<file path="src/hw/rtl/radix_digit_string_converter_core_defines.svh">
// ----------------------------------------------------------------------------
// Radix digit string converter: assertion macros
// Shared concurrent assertion forms, clocked on clk, held off during reset.
// ----------------------------------------------------------------------------
`ifndef RADIX_DIGIT_STRING_CONVERTER_CORE_DEFINES_SVH
`define RADIX_DIGIT_STRING_CONVERTER_CORE_DEFINES_SVH

// condition holds at every edge out of reset
`define RDSC_ASSERT_ALWAYS(label, cond, msg) \
    label: assert property (@(posedge clk) disable iff (!rst_n) (cond)) else $error(msg);

// antecedent implies consequent in the same cycle
`define RDSC_ASSERT_SAME(label, ante, cons, msg) \
    label: assert property (@(posedge clk) disable iff (!rst_n) (ante) |-> (cons)) \
        else $error(msg);

// antecedent implies consequent in the next cycle
`define RDSC_ASSERT_NEXT(label, ante, cons, msg) \
    label: assert property (@(posedge clk) disable iff (!rst_n) (ante) |=> (cons)) \
        else $error(msg);

`endif

</file>
<file path="src/hw/rtl/rdsc_pkg.sv">
// ----------------------------------------------------------------------------
// Radix digit string converter: package
// Widths, register indexes, reset values and controller/datapath types.
// ----------------------------------------------------------------------------
package rdsc_pkg;

    localparam int VALUE_W        = 64;
    localparam int RADIX_W        = 6;
    localparam int CHAR_W         = 8;
    localparam int ALPHA_WORDS    = 4;
    localparam int ALPHA_CHARS    = ALPHA_WORDS * (VALUE_W / CHAR_W);
    localparam int CFG_IDX_W      = 3;
    localparam int DIV_BITS       = 8;
    localparam int DIV_CYCLES     = VALUE_W / DIV_BITS;
    localparam int DIV_CNT_W      = $clog2(DIV_CYCLES);

    localparam int DEF_MAX_RADIX  = 32;
    localparam int DEF_MAX_DIGITS = 64;

    localparam logic [RADIX_W-1:0] RADIX_RST  = RADIX_W'(10);
    localparam logic [VALUE_W-1:0] ALPHA0_RST = 64'd4050765991979987505;
    localparam logic [VALUE_W-1:0] ALPHA1_RST = 64'd14648;
    localparam logic [VALUE_W-1:0] ALPHA2_RST = 64'd0;
    localparam logic [VALUE_W-1:0] ALPHA3_RST = 64'd0;

    localparam logic [CFG_IDX_W-1:0] REG_RADIX  = 3'd0;
    localparam logic [CFG_IDX_W-1:0] REG_ALPHA0 = 3'd1;
    localparam logic [CFG_IDX_W-1:0] REG_ALPHA1 = 3'd2;
    localparam logic [CFG_IDX_W-1:0] REG_ALPHA2 = 3'd3;
    localparam logic [CFG_IDX_W-1:0] REG_ALPHA3 = 3'd4;

    typedef enum logic [2:0] {
        ST_IDLE,
        ST_CHECK,
        ST_ERROR,
        ST_DIVIDE,
        ST_DIGIT,
        ST_EMIT
    } state_t;

    typedef struct packed {
        logic load;
        logic chk_next;
        logic div_step;
        logic digit_end;
        logic emit_rd;
        logic emit_err;
    } dp_cmd_t;

    typedef struct packed {
        logic r_lt2;
        logic dup;
        logic chk_end;
        logic div_last;
        logic q_zero;
        logic cnt_end;
        logic p_zero;
    } dp_stat_t;

endpackage

</file>
<file path="src/hw/rtl/rdsc_datapath.sv">
// ----------------------------------------------------------------------------
// Radix digit string converter: datapath
// Config registers, alphabet duplicate check, iterative divider, digit store
// and output registers.
// ----------------------------------------------------------------------------
`include "radix_digit_string_converter_core_defines.svh"

module rdsc_datapath #(
    parameter int MAX_RADIX  = rdsc_pkg::DEF_MAX_RADIX,
    parameter int MAX_DIGITS = rdsc_pkg::DEF_MAX_DIGITS
) (
    input  logic                                clk,
    input  logic                                rst_n,
    input  logic                                wr_en,
    input  logic [rdsc_pkg::CFG_IDX_W-1:0]      wr_index,
    input  logic [rdsc_pkg::VALUE_W-1:0]        wr_data,
    input  logic [rdsc_pkg::VALUE_W-1:0]        value,
    input  rdsc_pkg::dp_cmd_t                   cmd,
    output rdsc_pkg::dp_stat_t                  stat,
    output logic                                strobe,
    output logic [rdsc_pkg::CHAR_W-1:0]         char_out,
    output logic                                last,
    output logic                                error
);

    localparam int IW = $clog2(MAX_RADIX);
    localparam int AW = $clog2(MAX_DIGITS);
    localparam int CW = $clog2(MAX_DIGITS + 1);
    localparam int RW = rdsc_pkg::RADIX_W;
    localparam int VW = rdsc_pkg::VALUE_W;
    localparam int CHW = rdsc_pkg::CHAR_W;

    logic [RW-1:0]                                  radix_reg;
    logic [rdsc_pkg::ALPHA_WORDS-1:0][VW-1:0]       alpha_reg;
    logic [rdsc_pkg::ALPHA_WORDS*VW-1:0]            alpha_flat;
    logic [CHW-1:0]                                 alpha [MAX_RADIX];
    logic [RW-1:0]                                  r_eff;

    logic [IW-1:0]                      chk_idx_reg;
    logic [VW-1:0]                      acc_reg;
    logic [VW-1:0]                      acc_next;
    logic [RW-1:0]                      rem_reg;
    logic [RW-1:0]                      rem_next;
    logic [rdsc_pkg::DIV_CNT_W-1:0]     step_reg;
    logic [CW-1:0]                      cnt_reg;
    logic [AW-1:0]                      ptr_reg;
    logic                               dup;

    logic [CHW-1:0]                     mem [MAX_DIGITS];
    logic [CHW-1:0]                     rdata_reg;
    logic                               strobe_reg;
    logic                               last_reg;
    logic                               error_reg;

    assign alpha_flat = alpha_reg;
    assign r_eff = ({1'b0, radix_reg} > (RW + 1)'(MAX_RADIX)) ? RW'(MAX_RADIX) : radix_reg;

    genvar k;
    for (k = 0; k < MAX_RADIX; k++)
    begin : g_alpha
        if (k < rdsc_pkg::ALPHA_CHARS)
        begin : g_stored
            assign alpha[k] = alpha_flat[k*CHW +: CHW];
        end
        else
        begin : g_blank
            assign alpha[k] = '0;
        end
    end

    always_comb
    begin
        dup = 1'b0;
        for (int j = 0; j < MAX_RADIX; j++)
        begin
            if ((IW'(j) < chk_idx_reg) && (alpha[j] == alpha[chk_idx_reg]))
            begin
                dup = 1'b1;
            end
        end
    end

    // restoring division, DIV_BITS quotient bits a cycle
    always_comb
    begin
        logic [RW:0] trial;
        acc_next = acc_reg;
        rem_next = rem_reg;
        trial    = '0;
        for (int b = 0; b < rdsc_pkg::DIV_BITS; b++)
        begin
            trial    = {rem_next, acc_next[VW-1]};
            acc_next = {acc_next[VW-2:0], 1'b0};
            if (trial >= {1'b0, r_eff})
            begin
                rem_next    = RW'(trial - {1'b0, r_eff});
                acc_next[0] = 1'b1;
            end
            else
            begin
                rem_next = trial[RW-1:0];
            end
        end
    end

    always_comb
    begin
        stat.r_lt2    = r_eff < RW'(2);
        stat.dup      = dup;
        stat.chk_end  = RW'(chk_idx_reg) == (r_eff - RW'(1));
        stat.div_last = step_reg == rdsc_pkg::DIV_CNT_W'(rdsc_pkg::DIV_CYCLES - 1);
        stat.q_zero   = acc_reg == '0;
        stat.cnt_end  = cnt_reg == CW'(MAX_DIGITS - 1);
        stat.p_zero   = ptr_reg == '0;
    end

    always_ff @(posedge clk or negedge rst_n)
    begin
        if (!rst_n)
        begin
            radix_reg    <= rdsc_pkg::RADIX_RST;
            alpha_reg[0] <= rdsc_pkg::ALPHA0_RST;
            alpha_reg[1] <= rdsc_pkg::ALPHA1_RST;
            alpha_reg[2] <= rdsc_pkg::ALPHA2_RST;
            alpha_reg[3] <= rdsc_pkg::ALPHA3_RST;
        end
        else if (wr_en)
        begin
            unique case (wr_index)
                rdsc_pkg::REG_RADIX:  radix_reg    <= wr_data[RW-1:0];
                rdsc_pkg::REG_ALPHA0: alpha_reg[0] <= wr_data;
                rdsc_pkg::REG_ALPHA1: alpha_reg[1] <= wr_data;
                rdsc_pkg::REG_ALPHA2: alpha_reg[2] <= wr_data;
                rdsc_pkg::REG_ALPHA3: alpha_reg[3] <= wr_data;
                default: ;
            endcase
        end
    end

    always_ff @(posedge clk or negedge rst_n)
    begin
        if (!rst_n)
        begin
            chk_idx_reg <= '0;
            rem_reg     <= '0;
            step_reg    <= '0;
            cnt_reg     <= '0;
            ptr_reg     <= '0;
            strobe_reg  <= 1'b0;
            last_reg    <= 1'b0;
            error_reg   <= 1'b0;
        end
        else
        begin
            strobe_reg <= cmd.emit_rd | cmd.emit_err;
            last_reg   <= cmd.emit_err | (cmd.emit_rd & stat.p_zero);
            error_reg  <= cmd.emit_err;
            if (cmd.load)
            begin
                chk_idx_reg <= IW'(1);
                rem_reg     <= '0;
                step_reg    <= '0;
                cnt_reg     <= '0;
            end
            if (cmd.chk_next)
            begin
                chk_idx_reg <= chk_idx_reg + IW'(1);
            end
            if (cmd.div_step)
            begin
                rem_reg  <= rem_next;
                step_reg <= step_reg + rdsc_pkg::DIV_CNT_W'(1);
            end
            if (cmd.digit_end)
            begin
                rem_reg  <= '0;
                step_reg <= '0;
                cnt_reg  <= cnt_reg + CW'(1);
                ptr_reg  <= cnt_reg[AW-1:0];
            end
            if (cmd.emit_rd)
            begin
                ptr_reg <= ptr_reg - AW'(1);
            end
        end
    end

    always_ff @(posedge clk)
    begin
        if (cmd.load)
        begin
            acc_reg <= value;
        end
        else if (cmd.div_step)
        begin
            acc_reg <= acc_next;
        end
    end

    always_ff @(posedge clk)
    begin
        if (cmd.digit_end)
        begin
            mem[cnt_reg[AW-1:0]] <= alpha[rem_reg[IW-1:0]];
        end
        if (cmd.emit_rd)
        begin
            rdata_reg <= mem[ptr_reg];
        end
    end

    assign strobe   = strobe_reg;
    assign char_out = error_reg ? '0 : rdata_reg;
    assign last     = last_reg;
    assign error    = error_reg;

    `RDSC_ASSERT_ALWAYS(a_cnt_bound, cnt_reg <= CW'(MAX_DIGITS), "digit count past store depth")
    `RDSC_ASSERT_SAME(a_err_last, strobe_reg && error_reg, last_reg, "error beat not marked last")
    `RDSC_ASSERT_NEXT(a_final_beat, cmd.emit_rd && stat.p_zero, strobe_reg && last_reg,
                      "final digit read not followed by last beat")

endmodule

</file>
<file path="src/hw/rtl/rdsc_ctrl.sv">
// ----------------------------------------------------------------------------
// Radix digit string converter: controller
// Sequences alphabet check, digit division and digit emission.
// ----------------------------------------------------------------------------
`include "radix_digit_string_converter_core_defines.svh"

module rdsc_ctrl (
    input  logic                clk,
    input  logic                rst_n,
    input  logic                start,
    input  rdsc_pkg::dp_stat_t  stat,
    output rdsc_pkg::dp_cmd_t   cmd,
    output logic                busy
);

    rdsc_pkg::state_t state_reg;
    rdsc_pkg::state_t state_next;

    always_ff @(posedge clk or negedge rst_n)
    begin
        if (!rst_n)
        begin
            state_reg <= rdsc_pkg::ST_IDLE;
        end
        else
        begin
            state_reg <= state_next;
        end
    end

    always_comb
    begin
        state_next = state_reg;
        cmd        = '0;
        unique case (state_reg)
            rdsc_pkg::ST_IDLE:
            begin
                if (start)
                begin
                    cmd.load   = 1'b1;
                    state_next = rdsc_pkg::ST_CHECK;
                end
            end
            rdsc_pkg::ST_CHECK:
            begin
                if (stat.r_lt2 || stat.dup)
                begin
                    state_next = rdsc_pkg::ST_ERROR;
                end
                else if (stat.chk_end)
                begin
                    state_next = rdsc_pkg::ST_DIVIDE;
                end
                else
                begin
                    cmd.chk_next = 1'b1;
                end
            end
            rdsc_pkg::ST_ERROR:
            begin
                cmd.emit_err = 1'b1;
                state_next   = rdsc_pkg::ST_IDLE;
            end
            rdsc_pkg::ST_DIVIDE:
            begin
                cmd.div_step = 1'b1;
                if (stat.div_last)
                begin
                    state_next = rdsc_pkg::ST_DIGIT;
                end
            end
            rdsc_pkg::ST_DIGIT:
            begin
                cmd.digit_end = 1'b1;
                if (stat.q_zero || stat.cnt_end)
                begin
                    state_next = rdsc_pkg::ST_EMIT;
                end
                else
                begin
                    state_next = rdsc_pkg::ST_DIVIDE;
                end
            end
            rdsc_pkg::ST_EMIT:
            begin
                cmd.emit_rd = 1'b1;
                if (stat.p_zero)
                begin
                    state_next = rdsc_pkg::ST_IDLE;
                end
            end
            default:
            begin
                state_next = rdsc_pkg::ST_IDLE;
            end
        endcase
    end

    assign busy = state_reg != rdsc_pkg::ST_IDLE;

    `RDSC_ASSERT_NEXT(a_start_check, start && !busy, state_reg == rdsc_pkg::ST_CHECK,
                      "accepted start did not enter check")
    `RDSC_ASSERT_NEXT(a_err_single, state_reg == rdsc_pkg::ST_ERROR,
                      state_reg == rdsc_pkg::ST_IDLE, "error beat not single")

endmodule

</file>
<file path="src/hw/rtl/radix_digit_string_converter_core.sv">
// ----------------------------------------------------------------------------
// Radix digit string converter: top level
// Converts a 64-bit value to alphabet characters in a configured radix.
// ----------------------------------------------------------------------------
// Sequence: a load, an alphabet check of each radix position, then per digit
//   divider steps of 8 bits each and a store, then one read per digit; the
//   first beat follows the final store through the emit state and the output
//   registers. An error beat follows a failed check through the error state and
//   the output registers. One value at a time; results cannot be stalled.
// Reset: asynchronous, active low; radix 10 and the package reset alphabet.

module radix_digit_string_converter_core #(
    parameter int MAX_RADIX  = rdsc_pkg::DEF_MAX_RADIX,
    parameter int MAX_DIGITS = rdsc_pkg::DEF_MAX_DIGITS
) (
    input  logic                            clk,
    input  logic                            rst_n,
    input  logic                            start,
    output logic                            busy,
    input  logic [rdsc_pkg::VALUE_W-1:0]    value,
    input  logic                            wr_en,
    input  logic [rdsc_pkg::CFG_IDX_W-1:0]  wr_index,
    input  logic [rdsc_pkg::VALUE_W-1:0]    wr_data,
    output logic                            strobe,
    output logic [rdsc_pkg::CHAR_W-1:0]     char_out,
    output logic                            last,
    output logic                            error
);

    rdsc_pkg::dp_cmd_t  cmd;
    rdsc_pkg::dp_stat_t stat;

    rdsc_ctrl u_ctrl (
        .clk   (clk),
        .rst_n (rst_n),
        .start (start),
        .stat  (stat),
        .cmd   (cmd),
        .busy  (busy)
    );

    rdsc_datapath #(
        .MAX_RADIX  (MAX_RADIX),
        .MAX_DIGITS (MAX_DIGITS)
    ) u_datapath (
        .clk      (clk),
        .rst_n    (rst_n),
        .wr_en    (wr_en),
        .wr_index (wr_index),
        .wr_data  (wr_data),
        .value    (value),
        .cmd      (cmd),
        .stat     (stat),
        .strobe   (strobe),
        .char_out (char_out),
        .last     (last),
        .error    (error)
    );

endmodule
</file>
<file path="config.mk">
export PLATFORM = sky130hd
export DESIGN_NAME = radix_digit_string_converter_core
export DESIGN_NICKNAME = d
export VERILOG_FILES = /design/src/hw/rtl/rdsc_pkg.sv /design/src/hw/rtl/rdsc_datapath.sv /design/src/hw/rtl/rdsc_ctrl.sv /design/src/hw/rtl/radix_digit_string_converter_core.sv
export VERILOG_INCLUDE_DIRS = /design/src /design/src/hw/rtl
export SDC_FILE = /design/constraint.sdc
export NUM_CORES = 1
export LEC_CHECK = 0
export BUFFER_PORTS_ARGS = -buffer_cell sky130_fd_sc_hd__buf_4
export CORE_MARGIN = 2
export CORE_UTILIZATION = 60
export DETAILED_ROUTE_END_ITERATION = 8
export PLACE_DENSITY_LB_ADDON = 0.12
export RECOVER_POWER = 100
export SLEW_MARGIN = 20
export SYNTH_ARGS = -nofsm -noshare
export SYNTH_HDL_FRONTEND = slang
export SYNTH_HIERARCHICAL = 1
export SYNTH_SLANG_ARGS = --single-unit
</file>
<file path="constraint.sdc">
create_clock -name clk -period 22.5 [get_ports clk]
set_input_delay 2.25 -clock clk [delete_from_list [all_inputs] [get_ports clk]]
set_output_delay 2.25 -clock clk [all_outputs]
set_load 0.02 [all_outputs]
</file>
-- Yosys cells after proc, flatten, opt, wreduce, memory -nomap -nowiden
Memories as Yosys holds them, arrays and structs flattened. A register that Yosys moved wholly into a read port is not among the register bits.
Cells that the tools add are included.
W data, S select, Z words.
- word-level logic and storage cells: 264
- latch bits: 0
- ROM bits: 0
- input port bits: 135
- register bits: 359
- bits in writable memories: 512
- memories: 1
- memory list (memory ; depth ; bits a word ; read ports ; clocked after memory_dff ; wr ports ; RTL line ; RTL):
    u_datapath.mem ; 64 ; 8 ; 1 ; 1 ; 1 ; rdsc_datapath.sv:49 ; logic [CHW-1:0] mem [MAX_DIGITS];
- $add $sub $neg: 13
- multiplexer cells: 88
- equality and inequality tests: 48
- multipliers: 0
- shift operators: 0
- bitwise logic cells: 5
- reductions and logical operators: 50
- order comparisons: 44
- divide/modulo/power cells: 0
- operator list (cell ; count):
    $eq A8 B8 Y1 ; 32
    $mux W64 ; 2
    $mux W6 ; 14
    $bmux W8 S5 ; 2
    $lt A5 B5 Y1 const A ; 16
    $logic_not A64 Y1 ; 1
    $ge A7 B6 Y1 ; 8
    $mux W1 ; 51
    $sub A6 B6 Y6 ; 8
    $lt A4 B5 Y1 const A ; 8
    $mux W8 ; 5
    $logic_and A1 B1 Y1 ; 32
    $mux W3 ; 9
    $lt A3 B5 Y1 const A ; 4
    $pmux W3 S5 ; 1
    $mux W7 ; 2
    $eq A3 B2 Y1 const B ; 4
    $eq A3 B3 Y1 const B ; 4
    $ge A6 B6 Y1 const B ; 2
    $not A5 Y6 ; 2
    $sub A6 B1 Y6 const B ; 2
    $lt A1 B5 Y1 const A ; 2
    $lt A2 B5 Y1 const A ; 2
    $mux W5 ; 2
    other kinds (20) ; 33

-- Longest topological paths before layout
- depth after elaboration: 42
- depth in mapped cells: 85
- depth with buffers taken out: 83

-- By module
The synthesis kept the hierarchy.
- by module, submodules not included (module ; times used ; area an instance (um^2) ; cells each):
    rdsc_datapath ; 1 ; 44219.9 ; 2994
    rdsc_ctrl ; 1 ; 234.0 ; 30

-- Worst setup path before layout
No wires, ideal clock.
- kind: reg2reg
- start: register u_datapath.radix_reg[5]
- end: register u_datapath.rem_reg[0]
- arrival time: 15605 ps
- path buffers: 3
- stages on the path, launching flop included: 81
- data required time: 22379 ps
- path slack: 6774 ps
- path through: dfrtp_1 clkinv_1 nand2_1 ha_1 nor2b_1 o21bai_4 a21boi_2 nor2_2 mux2i_1 ha_1 nor2b_1 o211ai_1 a31o_2 o311a_1 buf_6 buf_6 mux2i_1 ha_1 [... 45 more ...] a21o_1 a211o_1 a211oi_2 mux2_2 mux2_2 inv_1 ha_1 nor2b_1 o21ai_0 nand2b_1 a31o_2 a21oi_1 nor2b_1 o21ai_0 nand2b_1 a211oi_4 mux2i_1 a22o_1
- longest elaborated chain between the ends: 20
- elaborated cells on any way between the ends: 28
- those cells by class: add/sub: 8; order compare: 9; mux: 11
- ends and longest elaborated chain (item ; RTL line ; RTL):
    start: declaration ; rdsc_datapath.sv:33 ; logic [RW-1:0] radix_reg;
    start signal: assignment ; rdsc_datapath.sv:121 ; radix_reg <= rdsc_pkg::RADIX_RST;
    start signal: assignment ; rdsc_datapath.sv:130 ; rdsc_pkg::REG_RADIX: radix_reg <= wr_data[RW-1:0];
    $gt A6 B6 Y1 ; rdsc_datapath.sv:56 ; assign r_eff = ({1'b0, radix_reg} > (RW + 1)'(MAX_RADIX)) ? RW'(MAX_RADIX) : radix_reg;
    $mux W6 * ; rdsc_datapath.sv:56 ;
    $sub A6 B6 Y6 / $ge A7 B6 Y1 (equally long branches) ; rdsc_datapath.sv:96, rdsc_datapath.sv:94 ;
    $mux W6 ; rdsc_datapath.sv:94 ; if (trial >= {1'b0, r_eff})
    $sub A6 B6 Y6 / $ge A7 B6 Y1 (equally long branches) ; rdsc_datapath.sv:96, rdsc_datapath.sv:94 ;
    $mux W6 ; rdsc_datapath.sv:94 ;
    $sub A6 B6 Y6 / $ge A7 B6 Y1 (equally long branches) ; rdsc_datapath.sv:96, rdsc_datapath.sv:94 ;
    $mux W6 ; rdsc_datapath.sv:94 ;
    [... 4 more ...] ; -- ;
    $sub A6 B6 Y6 / $ge A7 B6 Y1 (equally long branches) ; rdsc_datapath.sv:96, rdsc_datapath.sv:94 ;
    $mux W6 ; rdsc_datapath.sv:94 ;
    $ge A7 B6 Y1 / $sub A6 B6 Y6 (equally long branches) ; rdsc_datapath.sv:94, rdsc_datapath.sv:96 ;
    $mux W6 ; rdsc_datapath.sv:94 ;
    $ge A7 B6 Y1 ; rdsc_datapath.sv:94 ;
    $mux W6 * ; rdsc_datapath.sv:94 ;
    $mux W6 * ; rdsc_datapath.sv:169 ; if (cmd.div_step)
    $mux W6 * ; rdsc_datapath.sv:174 ; if (cmd.digit_end)
    end signal: assignment ; rdsc_datapath.sv:171 ; rem_reg <= rem_next;
    end: declaration ; rdsc_datapath.sv:42 ; logic [RW-1:0] rem_reg;
Mark *: on every way between the ends. The rest lies on a longest branch, timed or not.
A chain may end at the register's enable or synchronous reset.

-- Worst setup path after layout
- start: register u_datapath.radix_reg[5]
- end: register u_datapath.rem_reg[1]
- longest elaborated chain between the ends: 20
- elaborated cells on any way between the ends: 28
- those cells by class: add/sub: 8; order compare: 9; mux: 11
- ends and longest elaborated chain (item ; RTL line):
    $gt A6 B6 Y1 ; rdsc_datapath.sv:56
    $mux W6 * ; rdsc_datapath.sv:56
    $sub A6 B6 Y6 / $ge A7 B6 Y1 (equally long branches) ; rdsc_datapath.sv:96, rdsc_datapath.sv:94
    $mux W6 ; rdsc_datapath.sv:94
    $sub A6 B6 Y6 / $ge A7 B6 Y1 (equally long branches) ; rdsc_datapath.sv:96, rdsc_datapath.sv:94
    $mux W6 ; rdsc_datapath.sv:94
    $sub A6 B6 Y6 / $ge A7 B6 Y1 (equally long branches) ; rdsc_datapath.sv:96, rdsc_datapath.sv:94
    $mux W6 ; rdsc_datapath.sv:94
    [... 4 more ...] ; --
    $sub A6 B6 Y6 / $ge A7 B6 Y1 (equally long branches) ; rdsc_datapath.sv:96, rdsc_datapath.sv:94
    $mux W6 ; rdsc_datapath.sv:94
    $ge A7 B6 Y1 / $sub A6 B6 Y6 (equally long branches) ; rdsc_datapath.sv:94, rdsc_datapath.sv:96
    $mux W6 ; rdsc_datapath.sv:94
    $sub A6 B6 Y6 / $ge A7 B6 Y1 (equally long branches) ; rdsc_datapath.sv:96, rdsc_datapath.sv:94
    $mux W6 * ; rdsc_datapath.sv:94
    $mux W6 * ; rdsc_datapath.sv:169
    $mux W6 * ; rdsc_datapath.sv:174
Marks and branches as above.

==> impl_metrics.toml <==
[worst_setup_path]
critical-path-top-delay-family = "compound AO/OA/AOI/OAI gates"
critPathSlowestCell = "o311a_1"
critPathRequiredTime_ns = 23.06
path_buf_inv = 4
cp-end-kind = "flip-flop"
start_kind = "flip-flop"
reg2reg_from = "u_datapath/radix_reg[5]"
cp_slowest_stage_delay_ns = 0.66
critPathLaunch = "u_datapath/radix_reg[5]"
path_class = "flip-flop to flip-flop"
critPathMaxFanout = 18
path_common_cell = "o21ai_0"
arrival_ns = 20.67

[die]
rows = 99
coreArea_mm2 = 0.0732
ios = 147
start_util_pct = 60.7
die_area_mm2 = 0.0763
die_w_um = 276
die_h_um = 276

[sta]
finalHoldViolCount = 0
fmax_ghz = 0.0497
worst_pin_slew_ns = 5.39
holdWs_ns = 0.510
rsz0062_at_grt = "false"
fin_crit_ns = 20.10
timing.setup.tns_ns = 0
fin_crit_sh_pct = 89.4
drv_slew = 1552
finalClockSkew_ns = 0.0434
slew_headroom_pct = -260
finalSetupViolations = 0

[drt]
num_vias = 27767
wl_per_cell_um = 30.9
first_iter_violations = 2482
drc = 0
drtPass1Iterations = 5
ant_nets = 0
vias_per_cell = 6.68
drt-total-wl_um = 128000

[placed_design]
hpwl_um = 87600
place_inst = 3983
gp_congestion = 1.00
io_buffer_count = 146
placed_cell_area_mm2 = 0.0465

[logic_synthesis]
syn_avg_cell_area_um2 = 14.7
synth_nets = 3222
ys_ff_latch = 879
ys_seq_area_share_pct = 56.2
synthCells = 3024
async_flop_share_pct = 33.6
syn-cell-area_mm2 = 0.0445
synth_top_area_cell = "edfxtp_1"
yosys-top-cells-area = "edfxtp_1 39%, dfrtp_1 14%, mux4_2 11%, mux2_2 8.7%, mux2i_1 3.6%"
yosysTopAreaCellShare_pct = 39.4
yosys_warnings = 6
synth_edf_count = 584
synth_cell_types = 82
synth_ff_type = "edfxtp_1"

[cts]
postCtsHoldBufs = 0
cts_buffer_depth = 3
numCtsBuffers = 91
cts_root_buffer = "clkbuf_16"
cts_max_level = 3
cts_sinks = 879
cts_resized = 0
cts_tree = "yes"
postCtsSetupBuffers = 0
clk_pin_slew_ns = 0.06
clock_latency_ns = 0.66

[global_route]
track_usage_pct = 33.9
grt_max_degree = 96
antenna_found_initial = 0
grt-ovfl-total = 0
grt_pass1_wl_um = 191000
grt_pass1_vias = 28547

[finish]
fin_cells = 4154
syn2layout_area_growth_pct = 11.3
layout_commonest_cell = "edfxtp_1"
mostFrequentLayoutCells = "584 x edfxtp_1, 336 x mux2_2, 249 x dfrtp_1"
nets = 3315
largest_reg_flops = 512
drive_gt1_share_pct = 29.4
fin_area_mm2 = 0.0495
diodes = 0

[flow_run]
cap_violations = 25

[run_status]
status = "finished, violations left"
violations = "capacitance limit, slew limit"

[min_path]
min-delay-start = "u_datapath/cnt_reg[6]"
min_path_type = "flip-flop to flip-flop"
-- metrics by stage --
stage               utilization, %  worst slack (ns)
floorplan                        -              6.77
global placement              63.5              4.01
detailed placement            63.5              3.53
CTS                           67.9              3.46
global route                  67.6             0.981
finish                        67.6              2.40
-- layout make-up --
cell class | count | area, µm²
repair buffers | 191 | 1290
inverters | 39 | 146
fillers | 5083 | 23700
flip-flops and latches | 879 | 25000
clock inverters | 50 | 691
clock buffers | 121 | 2510
well taps | 959 | 1200
multi-input cells | 1915 | 18600
-- worst register-to-register path, delay by kind of cell (launching register included) --
family                   cells  cell delay, ns
adder cells (fa/ha/maj)      8            2.49
buffers and inverters        4            0.70
flip-flops                   1            0.38
AO/OA/AOI/OAI               41           10.19
multiplexers                 6            2.38
AND/OR/NAND/NOR             18            3.91
-- worst paths after layout --
path | to | slack, ns | cells past startpoint
worst max-delay path | u_datapath/rem_reg[1] | 2.40 | 77
worst min-delay path | u_datapath/cnt_reg[6] | 0.51 | 1
worst max register to register | u_datapath/rem_reg[1] | 2.40 | 77
worst min register to register | u_datapath/cnt_reg[6] | 0.51 | 1
max in group asynchronous | u_datapath/ptr_reg[3] | 13.04 | 2
min in group asynchronous | u_datapath/alpha[95] | 3.55 | 1
-- metal layers --
metal | share of wire [%] | wire length, µm | global-route usage [%]
met1 | 38 | 48300 | 43.5
met2 | 49 | 63400 | 56.2
met3 | 6.1 | 7860 | 4.05
met4 | 6.8 | 8760 | 20.1
met5 | 0 | 0 | 0
-- cell usage after synthesis (4+ instances only) --
| cell | n |
|---|---|
| or2_2 | 5 |
| a211oi_1 | 17 |
| nand4_1 | 40 |
| and3_1 | 7 |
| a31o_2 | 5 |
| o21ai_0 | 72 |
| xor2_1 | 148 |
| nor2_1 | 190 |
| nor2b_1 | 32 |
| buf_4 | 5 |
| a31oi_1 | 10 |
| dfrtp_1 | 257 |
| nor2_2 | 5 |
| clkbuf_1 | 116 |
| ha_1 | 55 |
| mux2_2 | 343 |
| o311ai_0 | 5 |
| or3_1 | 4 |
| o21a_1 | 5 |
| edfxtp_1 | 584 |
| nor3b_1 | 5 |
| nand2_1 | 54 |
| buf_1 | 36 |
| fa_1 | 8 |
| dfstp_2 | 38 |
| inv_1 | 38 |
| buf_2 | 32 |
| o2111ai_1 | 7 |
| o211ai_1 | 5 |
| nor3_1 | 33 |
| nand3_1 | 22 |
| o21ai_1 | 7 |
| xnor2_1 | 140 |
| nor4_1 | 49 |
| o22ai_1 | 35 |
| mux4_2 | 218 |
| a21oi_1 | 92 |
| o221ai_1 | 33 |
| nand4b_1 | 4 |
| mux2i_1 | 160 |
| nand2b_1 | 18 |
| a21o_1 | 17 |
| a22o_1 | 7 |
-- cells by family (layout without fill, tap and decap cells) --
kind of cell,Yosys count,count (layout),share of synthesized area (%)
DFF,879,879,56.2
muxes,721,721,23.3
adders and majority gates,63,63,1.91
and+or+nand+nor,488,488,5.52
buffers and inverters,230,401,2.11
AOI/OAI and AO/OA,355,355,5.29
xor gates and xnor gates,288,288,5.67
Power is not shown: default switching activity piles up to over one toggle a cycle in this logic, so the estimate is an artifact.
